===== src/sv/rlte_pkg.sv =====
// Types, constants and tables of the run-length text encoder.
package rlte_pkg;

	// Longest run that is counted; longer runs are reported at this length.
	localparam int MAX_RUN = 65535;

	// Width of the run counter.
	localparam int RUN_W = $clog2(MAX_RUN + 1);

	// Number of decimal digits needed for MAX_RUN.
	function automatic int count_digits();
		longint p;
		int n;
		p = 1;
		n = 0;
		while (p <= MAX_RUN) begin
			p = p * 10;
			n = n + 1;
		end
		return n;
	endfunction

	localparam int NDIG  = count_digits();
	localparam int IDX_W = (NDIG > 1) ? $clog2(NDIG) : 1;

	typedef logic [NDIG-1:0][RUN_W-1:0] pow_tab_t;

	// Powers of ten, one per digit position, entry 0 being one.
	function automatic pow_tab_t build_pow10();
		pow_tab_t t;
		longint p;
		p = 1;
		for (int i = 0; i < NDIG; i++) begin
			t[i] = RUN_W'(p);
			p = p * 10;
		end
		return t;
	endfunction

	localparam pow_tab_t POW10 = build_pow10();

	// Character codes.
	localparam logic [7:0] CH_LOWER_A  = 8'h61;
	localparam logic [7:0] CH_LOWER_Z  = 8'h7a;
	localparam logic [7:0] CH_UPPER_A  = 8'h41;
	localparam logic [7:0] CH_UPPER_Z  = 8'h5a;
	localparam logic [7:0] CH_ZERO     = 8'h30;
	localparam logic [7:0] CASE_OFFSET = 8'd32;

	typedef struct packed {
		logic [7:0] in_byte;
		logic       end_of_string;
	} rlte_in_t;

	typedef struct packed {
		logic [7:0] out_byte;
		logic       last_of_burst;
	} rlte_out_t;

	typedef enum logic [1:0] {
		ST_IDLE,
		ST_CONV,
		ST_DIGIT,
		ST_SYMBOL
	} rlte_state_t;

endpackage


===== src/sv/run_length_text_encoder.sv =====
// Top level of the run-length text encoder: run tracking and digit sequencer.
//
// Usage: text bytes enter on the src channel (src_valid, src_stall, src_data), one
// byte per transaction, with end_of_string set on the final byte of a string.
// Letters are folded to lower case, other bytes are dropped. Encoded bytes leave
// on the dst channel (dst_valid, dst_stall, dst_data): the run length in decimal
// digits, most significant first and without leading zeros, then the symbol.
// last_of_burst marks the final byte caused by one input transaction.
// A byte that ends no run leaves src_stall low for the next byte. A byte that ends
// a run holds src_stall high while one compare-and-subtract unit walks the digit
// positions: per position it subtracts the power of ten once per unit of the digit,
// then hands the digit to the output register; the symbol comes last. A lone letter
// flushed by the same transaction is then encoded in the same way.
// The output register lets the sequencer continue while dst is stalled only if
// the register is free; otherwise the sequencer waits and src_stall stays high.
// Reset clears the pending run and the output valid; no clearing pass is needed.
module run_length_text_encoder (
	input  logic              clk,
	input  logic              arst_n,
	input  logic              src_valid,
	output logic              src_stall,
	input  rlte_pkg::rlte_in_t  src_data,
	output logic              dst_valid,
	input  logic              dst_stall,
	output rlte_pkg::rlte_out_t dst_data
);
	import rlte_pkg::*;

	localparam logic [RUN_W-1:0] MAX_RUN_V = RUN_W'(MAX_RUN);
	localparam logic [IDX_W-1:0] IDX_TOP   = IDX_W'(NDIG - 1);
	localparam logic [IDX_W-1:0] IDX_ONE   = IDX_W'(1);

	rlte_state_t      state_q, state_d;
	logic [7:0]       sym_q, sym_d;
	logic [RUN_W-1:0] len_q, len_d;
	logic [RUN_W-1:0] val_q, val_d;
	logic [7:0]       wsym_q, wsym_d;
	logic             sec_q, sec_d;
	logic [7:0]       sec_sym_q, sec_sym_d;
	logic [IDX_W-1:0] idx_q, idx_d;
	logic [3:0]       dig_q, dig_d;
	logic             started_q, started_d;
	logic             out_valid_q;
	rlte_out_t        out_q, out_next;
	logic             out_load;
	logic             slot_free;

	logic             is_upper, is_lower, letter, eos;
	logic [7:0]       b_fold;
	logic [RUN_W-1:0] len_inc;
	logic [RUN_W-1:0] pow_sel;

	// Input classification and case folding.
	assign eos      = src_data.end_of_string;
	assign is_upper = (src_data.in_byte >= CH_UPPER_A) && (src_data.in_byte <= CH_UPPER_Z);
	assign is_lower = (src_data.in_byte >= CH_LOWER_A) && (src_data.in_byte <= CH_LOWER_Z);
	assign letter   = is_upper || is_lower;
	assign b_fold   = is_upper ? (src_data.in_byte + CASE_OFFSET) : src_data.in_byte;

	// Saturating run length after one more equal letter.
	always_comb begin
		if (len_q == '0) begin
			len_inc = RUN_W'(1);
		end else if (len_q < MAX_RUN_V) begin
			len_inc = len_q + RUN_W'(1);
		end else begin
			len_inc = len_q;
		end
	end

	assign pow_sel   = POW10[idx_q];
	assign slot_free = !out_valid_q || !dst_stall;
	assign src_stall = (state_q != ST_IDLE);

	// State register.
	always_ff @(posedge clk or negedge arst_n) begin
		if (!arst_n) begin
			state_q <= ST_IDLE;
			sym_q   <= '0;
			len_q   <= '0;
		end else begin
			state_q <= state_d;
			sym_q   <= sym_d;
			len_q   <= len_d;
		end
	end

	// Working registers of the digit sequencer.
	always_ff @(posedge clk) begin
		val_q     <= val_d;
		wsym_q    <= wsym_d;
		sec_q     <= sec_d;
		sec_sym_q <= sec_sym_d;
		idx_q     <= idx_d;
		dig_q     <= dig_d;
		started_q <= started_d;
	end

	// Next state, run tracking and the shared compare-and-subtract step.
	always_comb begin
		state_d   = state_q;
		sym_d     = sym_q;
		len_d     = len_q;
		val_d     = val_q;
		wsym_d    = wsym_q;
		sec_d     = sec_q;
		sec_sym_d = sec_sym_q;
		idx_d     = idx_q;
		dig_d     = dig_q;
		started_d = started_q;
		out_load  = 1'b0;
		out_next  = '0;
		case (state_q)
			ST_IDLE: begin
				if (src_valid) begin
					idx_d     = IDX_TOP;
					dig_d     = '0;
					started_d = 1'b0;
					if (letter && (len_q != '0) && (b_fold != sym_q)) begin
						// A different letter ends the pending run.
						val_d     = len_q;
						wsym_d    = sym_q;
						sec_d     = eos;
						sec_sym_d = b_fold;
						sym_d     = eos ? 8'h00 : b_fold;
						len_d     = eos ? '0 : RUN_W'(1);
						state_d   = ST_CONV;
					end else if (letter) begin
						if (eos) begin
							val_d   = len_inc;
							wsym_d  = b_fold;
							sec_d   = 1'b0;
							sym_d   = 8'h00;
							len_d   = '0;
							state_d = ST_CONV;
						end else begin
							sym_d = b_fold;
							len_d = len_inc;
						end
					end else if (eos) begin
						// Dropped byte that still closes the string.
						sym_d = 8'h00;
						len_d = '0;
						if (len_q != '0) begin
							val_d   = len_q;
							wsym_d  = sym_q;
							sec_d   = 1'b0;
							state_d = ST_CONV;
						end
					end
				end
			end
			ST_CONV: begin
				if (val_q >= pow_sel) begin
					val_d = val_q - pow_sel;
					dig_d = dig_q + 4'd1;
				end else if (started_q || (dig_q != 4'd0) || (idx_q == '0)) begin
					state_d = ST_DIGIT;
				end else begin
					// Leading zero: skip to the next position.
					idx_d = idx_q - IDX_ONE;
				end
			end
			ST_DIGIT: begin
				if (slot_free) begin
					out_load               = 1'b1;
					out_next.out_byte      = CH_ZERO + {4'b0000, dig_q};
					out_next.last_of_burst = 1'b0;
					started_d              = 1'b1;
					dig_d                  = '0;
					if (idx_q == '0) begin
						state_d = ST_SYMBOL;
					end else begin
						idx_d   = idx_q - IDX_ONE;
						state_d = ST_CONV;
					end
				end
			end
			ST_SYMBOL: begin
				if (slot_free) begin
					out_load               = 1'b1;
					out_next.out_byte      = wsym_q;
					out_next.last_of_burst = !sec_q;
					if (sec_q) begin
						// A lone letter that also ended the string follows.
						val_d     = RUN_W'(1);
						wsym_d    = sec_sym_q;
						sec_d     = 1'b0;
						idx_d     = IDX_TOP;
						dig_d     = '0;
						started_d = 1'b0;
						state_d   = ST_CONV;
					end else begin
						state_d = ST_IDLE;
					end
				end
			end
			default: begin
				state_d = ST_IDLE;
			end
		endcase
	end

	// Output register valid.
	always_ff @(posedge clk or negedge arst_n) begin
		if (!arst_n) begin
			out_valid_q <= 1'b0;
		end else if (out_load) begin
			out_valid_q <= 1'b1;
		end else if (!dst_stall) begin
			out_valid_q <= 1'b0;
		end
	end

	// Output register payload.
	always_ff @(posedge clk) begin
		if (out_load) begin
			out_q <= out_next;
		end
	end

	assign dst_valid = out_valid_q;
	assign dst_data  = out_q;

endmodule


===== config.mk =====
export PLATFORM = sky130hd
export DESIGN_NAME = run_length_text_encoder
export DESIGN_NICKNAME = d
export VERILOG_FILES = /design/src/sv/rlte_pkg.sv /design/src/sv/run_length_text_encoder.sv
export SDC_FILE = /design/constraint.sdc
export NUM_CORES = 1
export LEC_CHECK = 0
export ABC_CLOCK_PERIOD_IN_PS = 5200
export BUFFER_PORTS_ARGS = -buffer_cell sky130_fd_sc_hd__buf_2
export CORE_AREA = 2 2 128 130
export CTS_CLUSTER_DIAMETER = 30
export DETAILED_ROUTE_END_ITERATION = 6
export DIE_AREA = 0 0 130 132
export HOLD_SLACK_MARGIN = 0.02
export SYNTH_ARGS = -nofsm -noshare
export SYNTH_HDL_FRONTEND = slang
export SYNTH_SLANG_ARGS = --single-unit

===== constraint.sdc =====
create_clock -name clk -period 5.2 [get_ports clk]
set_clock_uncertainty 0.2 [all_clocks]
set_input_delay 0.52 -clock clk [delete_from_list [all_inputs] [get_ports clk]]
set_output_delay 0.52 -clock clk [all_outputs]
set_load 0.02 [all_outputs]

; After elaboration in Yosys (flattened, before gate mapping)
; Memories as Yosys holds them, arrays and structs flattened. A register that Yosys moved wholly into a read port is not among the register bits.
; Index checks and enable logic that the tools add are counted.
[totals]
ff_bits = 77
mem_bits_ro = 128
word_cells = 154
memories = 1
[classes]
addsub = 6
order_cmp = 7
n_eq_ne = 16
muxes = 80
n_reduce_logical = 31
[memory_table]
columns = memory, words, width, read_ports, rd_ports_with_merged_regs, wr, line
row1 = (no name shown), 8, 16, 1, 1, 0, run_length_text_encoder.sv:71  ; assign pow_sel = POW10[idx_q];
[op_table]
columns = operator, n
row1 = $mux 16, 16
row2 = $mux 8, 14
row3 = $pmux 16 s3, 1
row4 = $mux 3, 8
row5 = $mux 2, 11
row6 = $reduce_and 7->1, 3
row7 = $mux 4, 5
row8 = $ne 2x2->1 const B, 9
row9 = $pmux 9 s2, 1
row10 = $mux 1, 17
row11 = $add 16x1->16 const B, 1
row12 = $ge 16x16->1, 1
row13 = $ge 8x7->1 const B, 2
row14 = $le 8x7->1 const B, 2
row15 = $logic_not 16->1, 1
row16 = $lt 16x16->1 const B, 1
row17 = $pmux 4 s4, 1
row18 = $pmux 8 s2, 1
row19 = $reduce_bool 16->1, 1
row20 = $sub 16x16->16, 1
row21 = $reduce_and 5->1, 3
row22 = $pmux 3 s4, 1
row23 = $mux 9, 1
row24 = $reduce_bool 3->1, 3
row25 = other kinds (24), 35

; Depth between registers and ports, before layout
[depth]
word_depth = 8
depth_mapped = 11
depth_no_buf = 10

; Least setup slack after synthesis
; No wires, ideal clock.
[synth_timing]
path_type = input port to flip-flop
start = in src_data[2] (netlist bit)
end = reg val_q[0], enable pin
setup_ps = 414
arrival_time_ps = 3714
required_ps = 4586
setup_slack_ps = 872
stages = 9
path_buffers = 2
cell_sequence = buf_6 > or4_4 > or3_2 > a21o_1 > nand4_1 > buf_2 > o311ai_0 > and2_1 > a211oi_1
[synth_between]
elab_chain_len = 7
[synth_rtl]
columns = element, line
row1 = start: declaration, run_length_text_encoder.sv:22  ; input rlte_pkg::rlte_in_t src_data,
row2 = "$ge 8x7->1, or another cell as far along", run_length_text_encoder.sv:55  ; assign is_upper = (src_data.in_byte >= CH_UPPER_A) && (src_data.in_byte <= CH_UPPER_Z);
row3 = "$logic_and 1x1->1, on equally long branches", "run_length_text_encoder.sv:55, run_length_text_encoder.sv:56"
row4 = $mux 8 / $logic_or 1x1->1 (equally long branches), "run_length_text_encoder.sv:58, run_length_text_encoder.sv:57"
row5 = $ne 8x8->1 / $logic_and 1x1->1 (equally long branches), run_length_text_encoder.sv:119  ; if (letter && (len_q != '0) && (b_fold != sym_q)) begin
row6 = $logic_and 1x1->1, run_length_text_encoder.sv:119
row7 = $ne 4x4->1 (no source line) / $ne 3x3->1 (equally long branches), n/a
row8 = $reduce_and 7->1 (no source line) *, n/a
row9 = end signal: assignment, run_length_text_encoder.sv:90  ; val_q <= val_d;
row10 = end: declaration, run_length_text_encoder.sv:36  ; logic [RUN_W-1:0] val_q, val_d;
; Every way passes the cells marked *; elsewhere a longest branch is shown, timed or not.
; A chain may end at the register's enable or synchronous reset.

; Worst setup path after layout
[layout_timing]
start = in src_data[5] (netlist bit)
end = reg wsym_q[7], enable pin
[layout_between]
elab_chain_len = 7
[layout_rtl]
columns = element, line
row1 = "$ge 8x7->1, or another cell as far along", run_length_text_encoder.sv:55
row2 = "$logic_and 1x1->1, on equally long branches", "run_length_text_encoder.sv:55, run_length_text_encoder.sv:56"
row3 = $mux 8 / $logic_or 1x1->1 (equally long branches), "run_length_text_encoder.sv:58, run_length_text_encoder.sv:57"
row4 = $ne 8x8->1 / $logic_and 1x1->1 (equally long branches), run_length_text_encoder.sv:119
row5 = $logic_and 1x1->1, run_length_text_encoder.sv:119
row6 = $ne 4x4->1 (no source line) / $ne 3x3->1 (equally long branches), n/a
row7 = $reduce_and 6->1 (no source line) *, n/a
row8 = end signal: assignment, run_length_text_encoder.sv:91  ; wsym_q <= wsym_d;
row9 = end: declaration, run_length_text_encoder.sv:37  ; logic [7:0] wsym_q, wsym_d;
; Marked as above.

==> flow_summary.ini <==
[timing]
fin_ws_ns = 1.40
clock.fmax_mhz = 263
setup_viol = 0
fin_hold_ws_ns = 0.0320
rsz0062_at_grt = false
slew_headroom = 0.267
tns_ns = 0
period_needed_ns = 3.80
hold_viol = 0
fin_crit_sh = 0.730
worst_slew_pin_slew_ns = 1.09
maxSlewViolCount = 0

[synth]
synth_common_cells = edfxtp_1, nand2_1, inv_1, nor2_1, a21oi_1
synthAdderAreaFrac = 0.0584
synthMuxAreaShare = 0.00552
yosysSeqAreaShare = 0.430
synthSimpleGateAreaFrac = 0.197
synth_cells = 584
yosysTopAreaCellShare = 0.276
syn_avg_cell_area_sq_um = 9.32
synth_xor_xnor_area_share = 0.0322
syn_nets = 621
ys.warnings.count = 0
syn_area_sq_um = 5440
yosys_register_bits = 85
synthArstFlopShare = 0.318
synth_area_leaders = edfxtp_1, dfrtp_1, ha_1
synth_top_family_by_area = compound AO/OA/AOI/OAI gates
yosysMostFrequentCell = edfxtp_1
synth-edff-count = 50
synth_compound_area_frac = 0.224
synthFlopType = edfxtp_1
synth_cell_types = 66
yosysTopAreaCell = edfxtp_1

[global_routing]
grt_pass1_vias = 4382
grt_pass1_wl_microns = 22800
grt_overflow = 0
grt_use_total = 0.165
grt_max_degree = 28
antenna_found_initial = 0

[power]
leakage_nw = 2.26
p_sw_mw = 1.62
swShare = 0.434
ir_worst_vdd_v = 0.000205
p_int_mw = 2.11
power_mw = 3.73
power_density_nw_per_um2 = 619
power.share.clock = 0.177
p_comb_frac = 0.492
p_seq_frac = 0.331

[place]
pre_cts_ws_ns = 1.00
portBuffers = 23
globalplace.congestion = 0.938
dp_hpwl_microns = 10000

[worst_setup_path]
worstPathRequired_ns = 4.97
worstPathMaxFanout = 11
cp.arrival_ns = 3.57
endpoint_kind = flip-flop
start_kind = primary input
crit_type = in -> reg

[floorplanning]
start_util = 0.346
io_pins = 24
die_area_sq_um = 17200
core_area_sq_um = 15700
die_w_microns = 130
rows = 46
die_y_microns = 132

[clock_network]
postCtsHoldBufs = 0
cts_setup_buffers = 0
clock_path_buffers = 2
ctsHtreeMaxLevel = 3
ctsResizeCount = 0
cts.clk_slew.worst_paths_ns = 0.07
clkLatencyLatePin_ns = 0.35
cts_tree = done
numCtsBuffers = 9
clkSinkCount = 85
cts_root_buffer = clkbuf_16

[finish]
diodes = 0
area_growth_pct = 10.7
drive_above_1_share = 0.0973
layout.nets = 628
fin_util = 0.383

[drt]
num_vias = 4516
via_per_inst = 5.56
drc = 0
first_iter_violations = 326
routed_wl_microns = 13800
detail-route-antenna-nets = 0
wl_per_cell_microns = 17.0
firstDrtPassIters = 5

[job]
max-cap-violations = 0

[status]
status = finished clean

[min_path]
hp-class = in -> async
-- through the flow --
stage | cell area, sq um | instances
CTS | 6020 | 812
global placement | 5720 | 796
global route | 6020 | 812
finish | 6020 | 812
detailed placement | 5720 | 796
floorplan | 5440 | 584
-- sequential cells by signal, indices dropped and copies added, names as in the netlist --
register   count
pow_sel        8
len_q         16
state_q        2
idx_q          3
wsym_q         8
dst_valid      1
dig_q          4
sec_sym_q      8
started_q      1
sec_q          1
dst_data       9
val_q         16
sym_q          8
-- cell families (layout without fill, tap and decap cells) --
| kind of cell | after synthesis | in the layout |
|---|---|---|
| AND/OR/NAND/NOR | 205 | 205 |
| AO/OA/AOI/OAI | 176 | 176 |
| flip-flops | 85 | 85 |
| buffers and inverters | 70 | 82 |
| adder cells (fa/ha/maj) | 25 | 25 |
| XOR/XNOR | 20 | 20 |
| multiplexers | 3 | 3 |
-- power by group through the flow --
stage,Clock (mW),Combinational [mW],Sequential [mW]
6_report,0.661,1.83,1.23
5_1_grt,0.701,2.04,1.26
4_1_cts,0.672,1.83,1.23
3_5_place_dp,0,1.81,1.24
3_3_place_gp,0,1.77,1.24
2_1_floorplan,0,1.34,1.24
-- cell usage in the layout (no fill, tap or decap), drive strengths merged, types with 6 or more instances in the layout --
cell type,count
dfrtp,27
nor2b,6
o21ai,29
nand2b,6
xnor2,10
ha,23
nand4,8
edfxtp,50
a31oi,9
o21a,7
nand2,46
a211oi,9
o311ai,11
buf,27
inv,43
and2,7
a21oi,38
a22o,6
nor2,40
nor3,15
or3,13
a21o,8
clkbuf,9
nand3,26
xor2,10
nor4,12
o31ai,9
dfxtp,8
-- final cells by class --
cell class / instances / area (sq um)
Multi-Input combinational cell: 429 / 2820
Clock inverter: 7 / 77.6
Tap cell: 216 / 270
Inverter: 39 / 146
Fill cell: 1561 / 9690
Sequential cell: 85 / 2340
Clock buffer: 9 / 225
Timing Repair Buffer: 27 / 145
-- layer usage --
metal	part of all wire	global-route usage	wire length [microns]	vias up
met1	0.48	0.237	6710	2144
met3	0.035	0.0264	490	23
li1	-	-	-	2229
met5	0	0	0	-
met4	0.021	0.0663	296	0
met2	0.46	0.248	6340	120
-- path summary, 6_finish.rpt --
kind | from | endpoint | slack [ns] | cells after the start
worst min-delay path | arst_n | len_q[7] | 0.03 | 1
worst min register to register | wsym_q[7] | dst_data[8] | 0.35 | 1
max in group asynchronous | arst_n | sym_q[3] | 4.28 | 1
worst max-delay path | src_data[5] | wsym_q[7] | 1.40 | 8
worst max register to register | len_q[0] | wsym_q[7] | 1.66 | 8
min in group clk | src_data[5] | sec_sym_q[4] | 0.26 | 1
-- worst max-delay path, cell delays in order --
cell,delay (ns)
buf_2,0.15
or4_4,0.57
or3_2,0.45
a21o_1,0.19
nand4_1,0.36
o311ai_0,0.25
and2_1,0.26
a221oi_1,0.82
(Power assumes the default switching activity.)
